==> config.mk <==
export PLATFORM = sky130hd
export DESIGN_NAME = i2c_register_access_master_core
export DESIGN_NICKNAME = d
export VERILOG_FILES = /design/src/rtl/irm_pkg.sv /design/src/rtl/irm_regs.sv /design/src/rtl/irm_seq.sv /design/src/rtl/i2c_register_access_master_core.sv
export VERILOG_INCLUDE_DIRS = /design/src /design/src/rtl
export SDC_FILE = /design/constraint.sdc
export NUM_CORES = 1
export LEC_CHECK = 0
export BUFFER_PORTS_ARGS = -buffer_cell sky130_fd_sc_hd__buf_2
export CORE_MARGIN = 8
export CORE_UTILIZATION = 45
export DETAILED_ROUTE_END_ITERATION = 8
export MAX_ROUTING_LAYER = met4
export PLACE_DENSITY = 0.72
export SETUP_SLACK_MARGIN = 0.4
export SLEW_MARGIN = 20
export SYNTH_ARGS = -nofsm -noshare
export SYNTH_HDL_FRONTEND = slang
export SYNTH_HIERARCHICAL = 1
export SYNTH_SLANG_ARGS = --single-unit
==> constraint.sdc <==
create_clock -name clk -period 11.3 [get_ports clk]
set_input_delay 1.13 -clock clk [delete_from_list [all_inputs] [get_ports clk]]
set_output_delay 1.13 -clock clk [all_outputs]
set_load 0.005 [all_outputs]
==> src/rtl/i2c_register_access_master_core_assert.svh <==
// assertion helpers shared by the rtl files
`ifndef I2C_REGISTER_ACCESS_MASTER_CORE_ASSERT_SVH
`define I2C_REGISTER_ACCESS_MASTER_CORE_ASSERT_SVH

// same-cycle implication, off during reset
`define IRM_ASSERT_IMP(name, clk, rst_n, ante, cons) \
	name: assert property (@(posedge clk) disable iff (!rst_n) (ante) |-> (cons)) \
		else $error("irm assertion failed");

// next-cycle implication, off during reset
`define IRM_ASSERT_NXT(name, clk, rst_n, ante, cons) \
	name: assert property (@(posedge clk) disable iff (!rst_n) (ante) |=> (cons)) \
		else $error("irm assertion failed");

`endif

==> src/rtl/irm_pkg.sv <==
package irm_pkg;

	localparam int unsigned APB_DATA_W = 32;
	localparam int unsigned APB_ADDR_W = 4;

	// command codes
	localparam logic [2:0] OP_TICK  = 3'd0;
	localparam logic [2:0] OP_WRITE = 3'd1;
	localparam logic [2:0] OP_READ  = 3'd2;
	localparam logic [2:0] OP_SET   = 3'd3;
	localparam logic [2:0] OP_CLEAR = 3'd4;

	// register indexes (byte address / 4)
	localparam logic [1:0] REG_DEV_ADDR    = 2'd0;
	localparam logic [1:0] REG_HALF_PERIOD = 2'd1;
	localparam logic [1:0] REG_ACK_TIMEOUT = 2'd2;

	localparam logic [6:0] DEV_ADDR_RST    = 7'd40;
	localparam logic [7:0] HALF_PERIOD_RST = 8'd10;
	localparam logic [7:0] ACK_TIMEOUT_RST = 8'd250;

	localparam logic [3:0] BITS_PER_BYTE = 4'd8;

	typedef struct packed {
		logic [2:0] op;
		logic [7:0] reg_addr;
		logic [7:0] data_value;
		logic       sda_level;
	} cmd_t;

	typedef struct packed {
		logic       scl_level;
		logic       sda_release;
		logic       busy_res;
		logic       done_res;
		logic [7:0] read_data;
		logic       ack_fail;
		logic       cmd_rejected;
	} res_t;

	typedef struct packed {
		logic [6:0] device_address;
		logic [7:0] half_period_ticks;
		logic [7:0] ack_timeout_ticks;
	} cfg_t;

endpackage

==> src/rtl/irm_regs.sv <==
module irm_regs (
	input  logic                            clk,
	input  logic                            arst_n,
	input  logic                            psel,
	input  logic                            penable,
	input  logic                            pwrite,
	input  logic [irm_pkg::APB_ADDR_W-1:0]  paddr,
	input  logic [irm_pkg::APB_DATA_W-1:0]  pwdata,
	output logic [irm_pkg::APB_DATA_W-1:0]  prdata,
	output logic                            pready,
	output irm_pkg::cfg_t                   cfg
);
	import irm_pkg::*;

	cfg_t cfg_q;
	logic wr_en;

	assign pready = 1'b1;
	assign wr_en  = psel && penable && pwrite;
	assign cfg    = cfg_q;

	always_ff @(posedge clk or negedge arst_n) begin
		if (!arst_n) begin
			cfg_q.device_address    <= DEV_ADDR_RST;
			cfg_q.half_period_ticks <= HALF_PERIOD_RST;
			cfg_q.ack_timeout_ticks <= ACK_TIMEOUT_RST;
		end else if (wr_en) begin
			unique case (paddr[3:2])
				REG_DEV_ADDR:    cfg_q.device_address    <= pwdata[6:0];
				REG_HALF_PERIOD: cfg_q.half_period_ticks <= pwdata[7:0];
				REG_ACK_TIMEOUT: cfg_q.ack_timeout_ticks <= pwdata[7:0];
				default: ;
			endcase
		end
	end

	always_comb begin
		prdata = '0;
		unique case (paddr[3:2])
			REG_DEV_ADDR:    prdata = {{(APB_DATA_W-7){1'b0}}, cfg_q.device_address};
			REG_HALF_PERIOD: prdata = {{(APB_DATA_W-8){1'b0}}, cfg_q.half_period_ticks};
			REG_ACK_TIMEOUT: prdata = {{(APB_DATA_W-8){1'b0}}, cfg_q.ack_timeout_ticks};
			default:         prdata = '0;
		endcase
	end

endmodule

==> src/rtl/irm_seq.sv <==
`include "i2c_register_access_master_core_assert.svh"

module irm_seq (
	input  logic           clk,
	input  logic           arst_n,
	input  logic           step_en,
	input  irm_pkg::cmd_t  cmd,
	input  irm_pkg::cfg_t  cfg,
	output irm_pkg::res_t  res
);
	import irm_pkg::*;

	typedef enum logic [3:0] {
		ST_IDLE, ST_ST_A, ST_ST_B, ST_TX_LO, ST_TX_HI, ST_AK_LO, ST_AK_HI, ST_RX_LO,
		ST_RX_HI, ST_NK_LO, ST_NK_HI, ST_SP_A, ST_SP_B, ST_SP_C, ST_RS_LO
	} state_t;

	state_t     state_q, state_d, state_e;
	logic [3:0] bit_cnt_q, bit_cnt_d, bit_inc;
	logic [7:0] shift_q, shift_d, shift_rx;
	logic [7:0] hp_cnt_q, hp_cnt_d, hp_base, hp_lim, hp_step;
	logic [7:0] ack_cnt_q, ack_cnt_d, ack_inc, ack_lim;
	logic [7:0] held_reg_q, held_reg_d, held_reg_e;
	logic [7:0] held_opd_q, held_opd_d, held_opd_e;
	logic [2:0] held_cmd_q, held_cmd_d, held_cmd_e;
	logic [7:0] cap_q, cap_d, cap_e;
	logic [1:0] bus_q, bus_d;
	logic [2:0] step_q, step_d, step_e, step_inc;
	logic       fail_q, fail_d, fail_e;
	logic       is_cmd, start, phase_end, done, failed;
	logic [7:0] rd;

	always_comb begin
		is_cmd = cmd.op inside {OP_WRITE, OP_READ, OP_SET, OP_CLEAR};
		start  = (state_q == ST_IDLE) && is_cmd;

		// a command in idle loads its operands and enters start at once
		state_e    = start ? ST_ST_A : state_q;
		held_cmd_e = start ? cmd.op : held_cmd_q;
		held_reg_e = start ? cmd.reg_addr : held_reg_q;
		held_opd_e = start ? cmd.data_value : held_opd_q;
		cap_e      = start ? 8'd0 : cap_q;
		step_e     = start ? 3'd0 : step_q;
		fail_e     = start ? 1'b0 : fail_q;
		hp_base    = start ? 8'd0 : hp_cnt_q;

		// phase timing, zero half period acts as one
		hp_lim    = (cfg.half_period_ticks == 8'd0) ? 8'd1 : cfg.half_period_ticks;
		phase_end = ({1'b0, hp_base} + 9'd1) >= {1'b0, hp_lim};
		hp_step   = phase_end ? 8'd0 : hp_base + 8'd1;

		ack_lim  = (cfg.ack_timeout_ticks == 8'd0) ? 8'd1 : cfg.ack_timeout_ticks;
		ack_inc  = ack_cnt_q + 8'd1;
		bit_inc  = bit_cnt_q + 4'd1;
		step_inc = step_e + 3'd1;
		shift_rx = {shift_q[6:0], cmd.sda_level};

		state_d    = state_e;
		bit_cnt_d  = bit_cnt_q;
		shift_d    = shift_q;
		hp_cnt_d   = hp_base;
		ack_cnt_d  = ack_cnt_q;
		held_reg_d = held_reg_e;
		held_opd_d = held_opd_e;
		held_cmd_d = held_cmd_e;
		cap_d      = cap_e;
		bus_d      = bus_q;
		step_d     = step_e;
		fail_d     = fail_e;
		done       = 1'b0;
		failed     = 1'b0;
		rd         = 8'd0;

		unique case (state_e)
			ST_ST_A: begin
				bus_d    = 2'b11;
				hp_cnt_d = hp_step;
				if (phase_end) state_d = ST_ST_B;
			end
			ST_ST_B: begin
				bus_d    = 2'b10;
				hp_cnt_d = hp_step;
				if (phase_end) begin
					shift_d   = {cfg.device_address, (step_e != 3'd0)};
					bit_cnt_d = 4'd0;
					state_d   = ST_TX_LO;
				end
			end
			ST_TX_LO: begin
				bus_d    = {1'b0, shift_q[7]};
				hp_cnt_d = hp_step;
				if (phase_end) state_d = ST_TX_HI;
			end
			ST_TX_HI: begin
				bus_d    = {1'b1, shift_q[7]};
				hp_cnt_d = hp_step;
				if (phase_end) begin
					shift_d   = {shift_q[6:0], 1'b0};
					bit_cnt_d = bit_inc;
					if (bit_inc >= BITS_PER_BYTE) begin
						ack_cnt_d = 8'd0;
						state_d   = ST_AK_LO;
					end else begin
						state_d = ST_TX_LO;
					end
				end
			end
			ST_AK_LO, ST_RX_LO, ST_NK_LO: begin
				bus_d    = 2'b01;
				hp_cnt_d = hp_step;
				if (phase_end) begin
					unique case (state_e)
						ST_AK_LO: state_d = ST_AK_HI;
						ST_RX_LO: state_d = ST_RX_HI;
						default:  state_d = ST_NK_HI;
					endcase
				end
			end
			ST_AK_HI: begin
				bus_d    = 2'b11;
				hp_cnt_d = 8'd0;
				if (!cmd.sda_level) begin
					step_d = step_inc;
					if (step_inc == 3'd1) begin
						shift_d   = held_reg_e;
						bit_cnt_d = 4'd0;
						state_d   = ST_TX_LO;
					end else if (held_cmd_e == OP_WRITE) begin
						if (step_inc == 3'd2) begin
							shift_d   = held_opd_e;
							bit_cnt_d = 4'd0;
							state_d   = ST_TX_LO;
						end else begin
							state_d = ST_SP_A;
						end
					end else if (step_inc == 3'd2) begin
						state_d = ST_RS_LO;
					end else begin
						shift_d   = 8'd0;
						bit_cnt_d = 4'd0;
						state_d   = ST_RX_LO;
					end
				end else begin
					ack_cnt_d = ack_inc;
					if (ack_inc >= ack_lim) begin
						fail_d  = 1'b1;
						state_d = ST_SP_A;
					end
				end
			end
			ST_RX_HI: begin
				bus_d    = 2'b11;
				hp_cnt_d = hp_step;
				if (phase_end) begin
					shift_d   = shift_rx;
					bit_cnt_d = bit_inc;
					if (bit_inc >= BITS_PER_BYTE) begin
						cap_d   = shift_rx;
						state_d = ST_NK_LO;
					end else begin
						state_d = ST_RX_LO;
					end
				end
			end
			ST_NK_HI: begin
				bus_d    = 2'b11;
				hp_cnt_d = hp_step;
				if (phase_end) state_d = ST_SP_A;
			end
			ST_SP_A: begin
				bus_d    = 2'b00;
				hp_cnt_d = hp_step;
				if (phase_end) state_d = ST_SP_B;
			end
			ST_SP_B: begin
				bus_d    = 2'b10;
				hp_cnt_d = hp_step;
				if (phase_end) state_d = ST_SP_C;
			end
			ST_SP_C: begin
				bus_d    = 2'b11;
				hp_cnt_d = hp_step;
				if (phase_end) begin
					if (!fail_e && (held_cmd_e == OP_SET || held_cmd_e == OP_CLEAR)) begin
						// read half done, go on with the write half
						held_opd_d = (held_cmd_e == OP_SET) ? (cap_e | held_opd_e)
						                                    : (cap_e & ~held_opd_e);
						held_cmd_d = OP_WRITE;
						step_d     = 3'd0;
						state_d    = ST_ST_A;
					end else begin
						done    = 1'b1;
						failed  = fail_e;
						rd      = fail_e ? 8'd0 : cap_e;
						state_d = ST_IDLE;
					end
				end
			end
			ST_RS_LO: begin
				bus_d    = 2'b01;
				hp_cnt_d = hp_step;
				if (phase_end) state_d = ST_ST_A;
			end
			default: begin
				bus_d   = 2'b11;
				state_d = ST_IDLE;
			end
		endcase

		res.scl_level    = bus_d[1];
		res.sda_release  = bus_d[0];
		res.busy_res     = (state_d != ST_IDLE);
		res.done_res     = done;
		res.read_data    = rd;
		res.ack_fail     = failed;
		res.cmd_rejected = is_cmd && (state_q != ST_IDLE);
	end

	always_ff @(posedge clk or negedge arst_n) begin
		if (!arst_n) begin
			state_q    <= ST_IDLE;
			bit_cnt_q  <= 4'd0;
			shift_q    <= 8'd0;
			hp_cnt_q   <= 8'd0;
			ack_cnt_q  <= 8'd0;
			held_reg_q <= 8'd0;
			held_opd_q <= 8'd0;
			held_cmd_q <= OP_TICK;
			cap_q      <= 8'd0;
			bus_q      <= 2'b11;
			step_q     <= 3'd0;
			fail_q     <= 1'b0;
		end else if (step_en) begin
			state_q    <= state_d;
			bit_cnt_q  <= bit_cnt_d;
			shift_q    <= shift_d;
			hp_cnt_q   <= hp_cnt_d;
			ack_cnt_q  <= ack_cnt_d;
			held_reg_q <= held_reg_d;
			held_opd_q <= held_opd_d;
			held_cmd_q <= held_cmd_d;
			cap_q      <= cap_d;
			bus_q      <= bus_d;
			step_q     <= step_d;
			fail_q     <= fail_d;
		end
	end

	`IRM_ASSERT_IMP(a_idle_bus_released, clk, arst_n, state_q == ST_IDLE, bus_q == 2'b11)
	`IRM_ASSERT_IMP(a_fail_only_in_stop, clk, arst_n, fail_q && state_q != ST_IDLE, state_q == ST_SP_A || state_q == ST_SP_B || state_q == ST_SP_C)
	`IRM_ASSERT_IMP(a_bit_cnt_bound, clk, arst_n, 1'b1, bit_cnt_q <= BITS_PER_BYTE)

endmodule

==> src/rtl/i2c_register_access_master_core.sv <==
// I2C master for one-byte register transactions (write, read, set bits, clear bits).
// Each transaction on the cmd channel is one bus tick: it carries the sampled SDA level
// and optionally a command, and yields exactly one transaction on the res channel with
// the SCL/SDA levels to drive for that tick plus busy, done, read data, ack failure and
// command-rejected flags. Throughput is one tick per clock when not stalled; each tick
// passes the input then the result register; the sequencer steps once per tick between
// them. Set and clear run a read followed by a write of the modified value. A command
// that arrives while busy is dropped and flagged. Configuration goes through a small
// APB port (device address at 0x0, half period ticks at 0x4, ack timeout ticks at 0x8)
// and must only be written while the core is idle.

`include "i2c_register_access_master_core_assert.svh"

module i2c_register_access_master_core (
	input  logic                            clk,
	input  logic                            arst_n,
	// tick / command channel
	input  logic                            cmd_valid,
	output logic                            cmd_stall,
	input  irm_pkg::cmd_t                   cmd,
	// per-tick result channel
	output logic                            res_valid,
	input  logic                            res_stall,
	output irm_pkg::res_t                   res,
	// configuration port
	input  logic                            psel,
	input  logic                            penable,
	input  logic                            pwrite,
	input  logic [irm_pkg::APB_ADDR_W-1:0]  paddr,
	input  logic [irm_pkg::APB_DATA_W-1:0]  pwdata,
	output logic [irm_pkg::APB_DATA_W-1:0]  prdata,
	output logic                            pready
);
	import irm_pkg::*;

	cfg_t cfg;
	cmd_t cmd_s1;
	logic cmd_valid_s1;
	res_t res_s2, res_next;
	logic res_valid_s2;
	logic advance;
	logic cmd_accept;

	// config registers
	irm_regs u_regs (
		.clk     (clk),
		.arst_n  (arst_n),
		.psel    (psel),
		.penable (penable),
		.pwrite  (pwrite),
		.paddr   (paddr),
		.pwdata  (pwdata),
		.prdata  (prdata),
		.pready  (pready),
		.cfg     (cfg)
	);

	// the held tick moves on whenever the result register is free or being drained
	assign advance    = cmd_valid_s1 && (!res_valid_s2 || !res_stall);
	assign cmd_stall  = cmd_valid_s1 && !advance;
	assign cmd_accept = cmd_valid && !cmd_stall;

	// bus sequencer, steps on the tick held in the input register
	irm_seq u_seq (
		.clk     (clk),
		.arst_n  (arst_n),
		.step_en (advance),
		.cmd     (cmd_s1),
		.cfg     (cfg),
		.res     (res_next)
	);

	// input register valid and result register valid
	always_ff @(posedge clk or negedge arst_n) begin
		if (!arst_n) begin
			cmd_valid_s1 <= 1'b0;
			res_valid_s2 <= 1'b0;
		end else begin
			if (cmd_accept) begin
				cmd_valid_s1 <= 1'b1;
			end else if (advance) begin
				cmd_valid_s1 <= 1'b0;
			end
			if (advance) begin
				res_valid_s2 <= 1'b1;
			end else if (!res_stall) begin
				res_valid_s2 <= 1'b0;
			end
		end
	end

	// payload registers
	always_ff @(posedge clk) begin
		if (cmd_accept) begin
			cmd_s1 <= cmd;
		end
		if (advance) begin
			res_s2 <= res_next;
		end
	end

	assign res_valid = res_valid_s2;
	assign res       = res_s2;

	`IRM_ASSERT_IMP(a_stall_only_when_blocked, clk, arst_n, cmd_stall, res_valid_s2 && res_stall)
	`IRM_ASSERT_NXT(a_blocked_tick_kept, clk, arst_n, cmd_valid_s1 && !advance, cmd_valid_s1)
	`IRM_ASSERT_IMP(a_done_not_busy, clk, arst_n, res_valid_s2 && res_s2.done_res, !res_s2.busy_res)
	`IRM_ASSERT_IMP(a_fail_with_done, clk, arst_n, res_valid_s2 && res_s2.ack_fail, res_s2.done_res)

endmodule
Word level (Yosys, flattened, before mapping)
Cells that the tools add are included.

Register bits: 122. Output and inout port bits: 49. Logic and storage cells: 195. Bits of input ports: 63.

Bitwise operators: 5. Mux-type cells: 79. Add/sub/neg operators: 5. Reduce and logical (&&, ||, !) cells: 41. Order comparisons: 3. Equality and inequality tests: 35.

Operators with widths (count): 2-to-1 mux 8 bit (25); 2-to-1 mux 4 bit (26); one-hot mux 4 bit (12 select lines) (1); one-hot mux 8 bit (2 select lines) (2); one-hot mux 8 bit (4 select lines) (1); equality test 4 bit (second input constant) (7); 2-to-1 mux 3 bit (9); one-hot mux 8 bit (3 select lines) (1); adder 8 x 1 -> 8 bit (second input constant) (2); equality test 4 x 3 -> 1 bit (second input constant) (4); logical NOT 8 bit (2); nonzero test 4 bit (4); OR reduction 13 bit (1); equality test 3 x 2 -> 1 bit (second input constant) (4); inequality test 2 x 1 -> 1 bit (second input constant) (6); one-hot mux 4 bit (3 select lines) (1); 2-to-1 mux 1 bit (10); one-hot mux 2 bit (5 select lines) (1); adder 8 x 1 -> 9 bit (second input constant) (1); equality test 3 x 1 -> 1 bit (second input constant) (3); greater-or-equal comparator 9 x 8 -> 1 bit (1); bitwise AND 8 bit (1); equality test 4 x 2 -> 1 bit (second input constant) (2); greater-or-equal comparator 8 bit (1); other kinds (29) (52).

Longest topological paths before layout
Word-level depth: 12. Mapped depth: 22. Depth with buffers taken out: 15.

By module
The synthesis kept the hierarchy.

Modules (own cells, without submodules): irm_seq (sequential area each 1576.5 um^2, times used 1, cells an instance 534, area each 4678.2 um^2); irm_regs (sequential area each 588.1 um^2, times used 1, cells an instance 106, area each 1297.5 um^2); i2c_register_access_master_core (sequential area each 1071.0 um^2, times used 1, cells an instance 42, area each 1113.6 um^2).

Least setup slack after synthesis
Ideal clock, no wire load.

Path kind: flip-flop to flip-flop. Start point: register u_seq.state_q[0]. End point: register res_s2 (netlist bit res[11]), data pin. Data required time: 11.028 ns. Stages on the path, launching flop included: 22. Path slack: 5.608 ns. Buffers on the path: 6. Library setup time: 0.272 ns. Arrival time: 5.421 ns. Clock period less this slack: 5.692 ns. Path through: dfrtp_1 > buf_6 > or4_1 > buf_2 > nor3_4 > buf_2 > clkbuf_1 > clkbuf_1 > nor2b_1 > ha_1 > nand3_1 > nor3_1 > xnor2_1 > ha_1 > and3_1 > a221oi_1 > o21ai_0 > nor2_4 > buf_6 > nor2_1 > or4_1 > or4_1.

RTL lines: start, declared (line irm_seq.sv:18) `state_t state_q, state_d, state_e;`; start signal, assigned (line irm_seq.sv:234) `state_q <= state_d;`; end signal, assigned (line i2c_register_access_master_core.sv:98) `res_s2 <= res_next;`; end, declared (line i2c_register_access_master_core.sv:39) `res_t res_s2, res_next;`.

Final worst setup path
Start point: register u_seq.state_q[0]. End point: register u_seq.step_q[2].

Longest elaborated chain between the ends: 9. Elaborated cells on any way between the ends: 21.

RTL lines: parallel branches: the longest is 8 deep, another holds adder 8 x 1 -> 9 bit; one-hot mux 3 bit (2 select lines) * (line irm_seq.sv:74) `unique case (state_e)`; end signal, assigned (line irm_seq.sv:244) `step_q <= step_d;`; end, declared (line irm_seq.sv:28) `logic [2:0] step_q, step_d, step_e, step_inc;`.

Every way passes the cells marked *. A chain may end at the register's enable or synchronous reset.

==> out/metrics.cfg <==
[status]
status = complete, no violations

[clock_tree]
cts.reportedPaths.clkPinSlew_ns = 0.06
clk_latency_ns = 0.42
cts_buffer_depth = 2
post_cts_resized = 0
cts_tree = done
cts_made_buffers = 17
root_buffer = clkbuf_16
postCtsSetupBuffers = 0
cts_sinks = 122
cts_hold_buf = 0
cts_max_level = 4

[sta]
clock.fmax_mhz = 177
worst_pin_slew_ns = 1.13
drv_slew = 0
min_period_ns = 5.65
period_share_pct = 50.0
hold_viol = 0
finClkSkew_ns = 0.00707
finalSetupTns_ns = 0
setup_viol = 0
grt_setup_unrepaired = false
slew_headroom_pct = 24.6
fin_ws_ns = 5.65

[placed_design]
dp_hpwl_mm = 11.5
pre_cts_ws_ns = 5.68
post_dp_cell_area_um2 = 7440
io_buffers = 60
place.gp.congestion = 0.943

[logic_synthesis]
ys_seq_elements = 122
synth-adder-area-share_pct = 4.24
synth.distinct_cells = 72
syn_avg_cell_area_um2 = 10.4
async_flop_share_pct = 72.1
synth-simple-area-share_pct = 14.7
synth_edf_count = 34
synthesis.area_um2 = 7090
ys_seq_area_share_pct = 45.6
ys_warn_count = 6
synth_top_family_by_area = compound AO/OA/AOI/OAI gates
synthXorXnorAreaFrac_pct = 2.10
ys.flop_type = dfrtp_1
muxShareOfSynthArea_pct = 10.1
synth_compound_area_share_pct = 16.3
netlist_instances = 682

[route]
vias = 5412
antenna_left = 0
routed_wl_mm = 16.3
routed_via_density = 5.65
post-route-drc-count = 0
drt_iter0_markers = 412
wl_per_cell_um = 17.0
first_pass_iters = 5

[pwr]
power.total_mw = 1.79
vdd_drop_max_mv = 0.113
leakage_nw = 3.48
p_per_area_nw_per_um2 = 223

[global_routing]
globalRouteOverflowTotal = 0
grt_pass1_wl_mm = 26.1
antenna_found_initial = 0
grt_max_degree = 54
first_global_vias = 5212
track_usage_pct = 16.9

[critical_path]
crit_path_start_kind = flop
criticalPathCategory = flop to flop
crit_required_ns = 11.66
reg2reg_slack_ns = 5.65
path_cells = or4_1, nor3_4, nor2b_1, ha_1, nand3_1, nor3_1, xnor2_1, ha_1, and3_1, a221oi_1, o21ai_0, o211ai_1, nand2_1, o21ai_0, a22o_1
timing.rr.end = u_seq/step_q[2]
path_depth = 15
crit_family = compound AO/OA/AOI/OAI gates
end_kind = flop
critPathMaxFanout = 19
crit_buf_inv = 0
r2r-start = u_seq/state_q[0]
slowest_delay_ns = 0.99
arrival_ns = 6.01
r2r_cells = 15
worst_path_max_delay_cell = o211ai_1

[die]
num_rows = 46
die_x_um = 142
num_io_pins = 112
initial_core_util_pct = 45.3
die_area_um2 = 20000
core_area_um2 = 15700
die-height_um = 142

[min_path]
hp-class = flop to flop
min_from = u_seq/cap_q[1]
worst_hold_path.endpoint = u_seq/cap_q[1]
hold_depth = 1

[final_layout]
final_cell_mix = dfrtp_1, nand2_1, buf_2, nor2_1, o21ai_0
drive_gt1_share_pct = 22.8
utilization_pct = 51.1
final_cell_area_um2 = 7990
fin_nets = 816
syn2layout_area_growth_pct = 12.8
diodes = 0
final_common_cell = dfrtp_1

[job]
drv_cap = 0

[flip-flops by register name, indices dropped and copies added, names as in the netlist, 4 cells and up]
register / flops
u_seq/bit_cnt_q: 4
u_seq/hp_cnt_q: 8
u_seq/cap_q: 8
cmd_s1: 20
u_seq/shift_q: 8
u_seq/held_reg_q: 8
u_regs/cfg: 23
res: 14
u_seq/held_opd_q: 8
u_seq/ack_cnt_q: 8
u_seq/state_q: 4
[worst max path at each step]
| stage | end | start |
|---|---|---|
| 6_report | u_seq/step_q[2] | u_seq/state_q[0] |
| 5_1_grt | u_seq/step_q[1] | u_seq/state_q[0] |
| 4_1_cts | u_seq/step_q[2] | u_seq/state_q[0] |
| 3_5_place_dp | u_seq/step_q[2] | u_seq/state_q[0] |
| 3_3_place_gp | res[11] | u_seq/state_q[0] |
| 2_1_floorplan | res[11] | u_seq/state_q[0] |
[routing by layer]
| metal | track usage (%) | routed length (um) | vias to the layer above |
|---|---|---|---|
| li1 | - | - | 2550 |
| met1 | 20.0 | 7080 | 2635 |
| met2 | 26.6 | 7860 | 186 |
| met3 | 3.43 | 796 | 41 |
| met4 | 9.16 | 552 | 0 |
| met5 | - | 0 | - |
[kinds of logic after synthesis]
logic type | after synthesis
AO/OA/AOI/OAI | 160
flip-flops | 122
AND/OR/NAND/NOR | 201
other | 2
multiplexers | 63
XOR/XNOR | 17
adder cells (fa/ha/maj) | 24
buffers and inverters | 93
[cell usage after synthesis, types with 6 or more instances]
master	n	share of area, %
a31o_2	7	0.86
mux2_2	35	5.6
a21oi_1	20	1.4
buf_2	6	0.42
nor2_1	39	2.1
mux2i_1	20	2.8
nand2_1	63	3.3
o21bai_1	8	0.85
a22o_1	27	3.3
ha_1	24	4.2
mux2_4	8	1.7
xnor2_1	9	1.1
and3_1	7	0.62
dfstp_2	10	3.7
xor2_1	8	0.99
o32a_1	8	1.1
nand2b_1	9	0.79
nor2b_1	8	0.71
nand3_1	20	1.4
nor4_1	10	0.88
o21ai_0	37	2.6
buf_4	28	3.0
nor3_1	10	0.71
inv_1	31	1.6
edfxtp_1	34	14
dfrtp_1	78	28
clkbuf_1	23	1.2
[power breakdown]
part	internal (mW)	switching, mW	total (mW)
clock network	0.303	0.203	0.506
logic	0.280	0.330	0.611
registers	0.559	0.109	0.668
total	1.14	0.643	1.79
[final cells by class]
class	instances	area (um^2)
Inverter	32	120
Tap cell	216	270
Sequential cell	122	3240
Fill cell	1441	7660
Clock inverter	13	120
Clock buffer	19	433
Timing Repair Buffer	66	348
Multi-Input combinational cell	490	3470
[through the flow]
stage,hold WS (ns),std cells
3_3_place_gp,0.475,926
2_1_floorplan,0.451,705
6_report,0.506,958
3_5_place_dp,0.486,926
5_1_grt,0.519,958
4_1_cts,0.504,958
No activity file was read; power rests on OpenSTA's default activity.
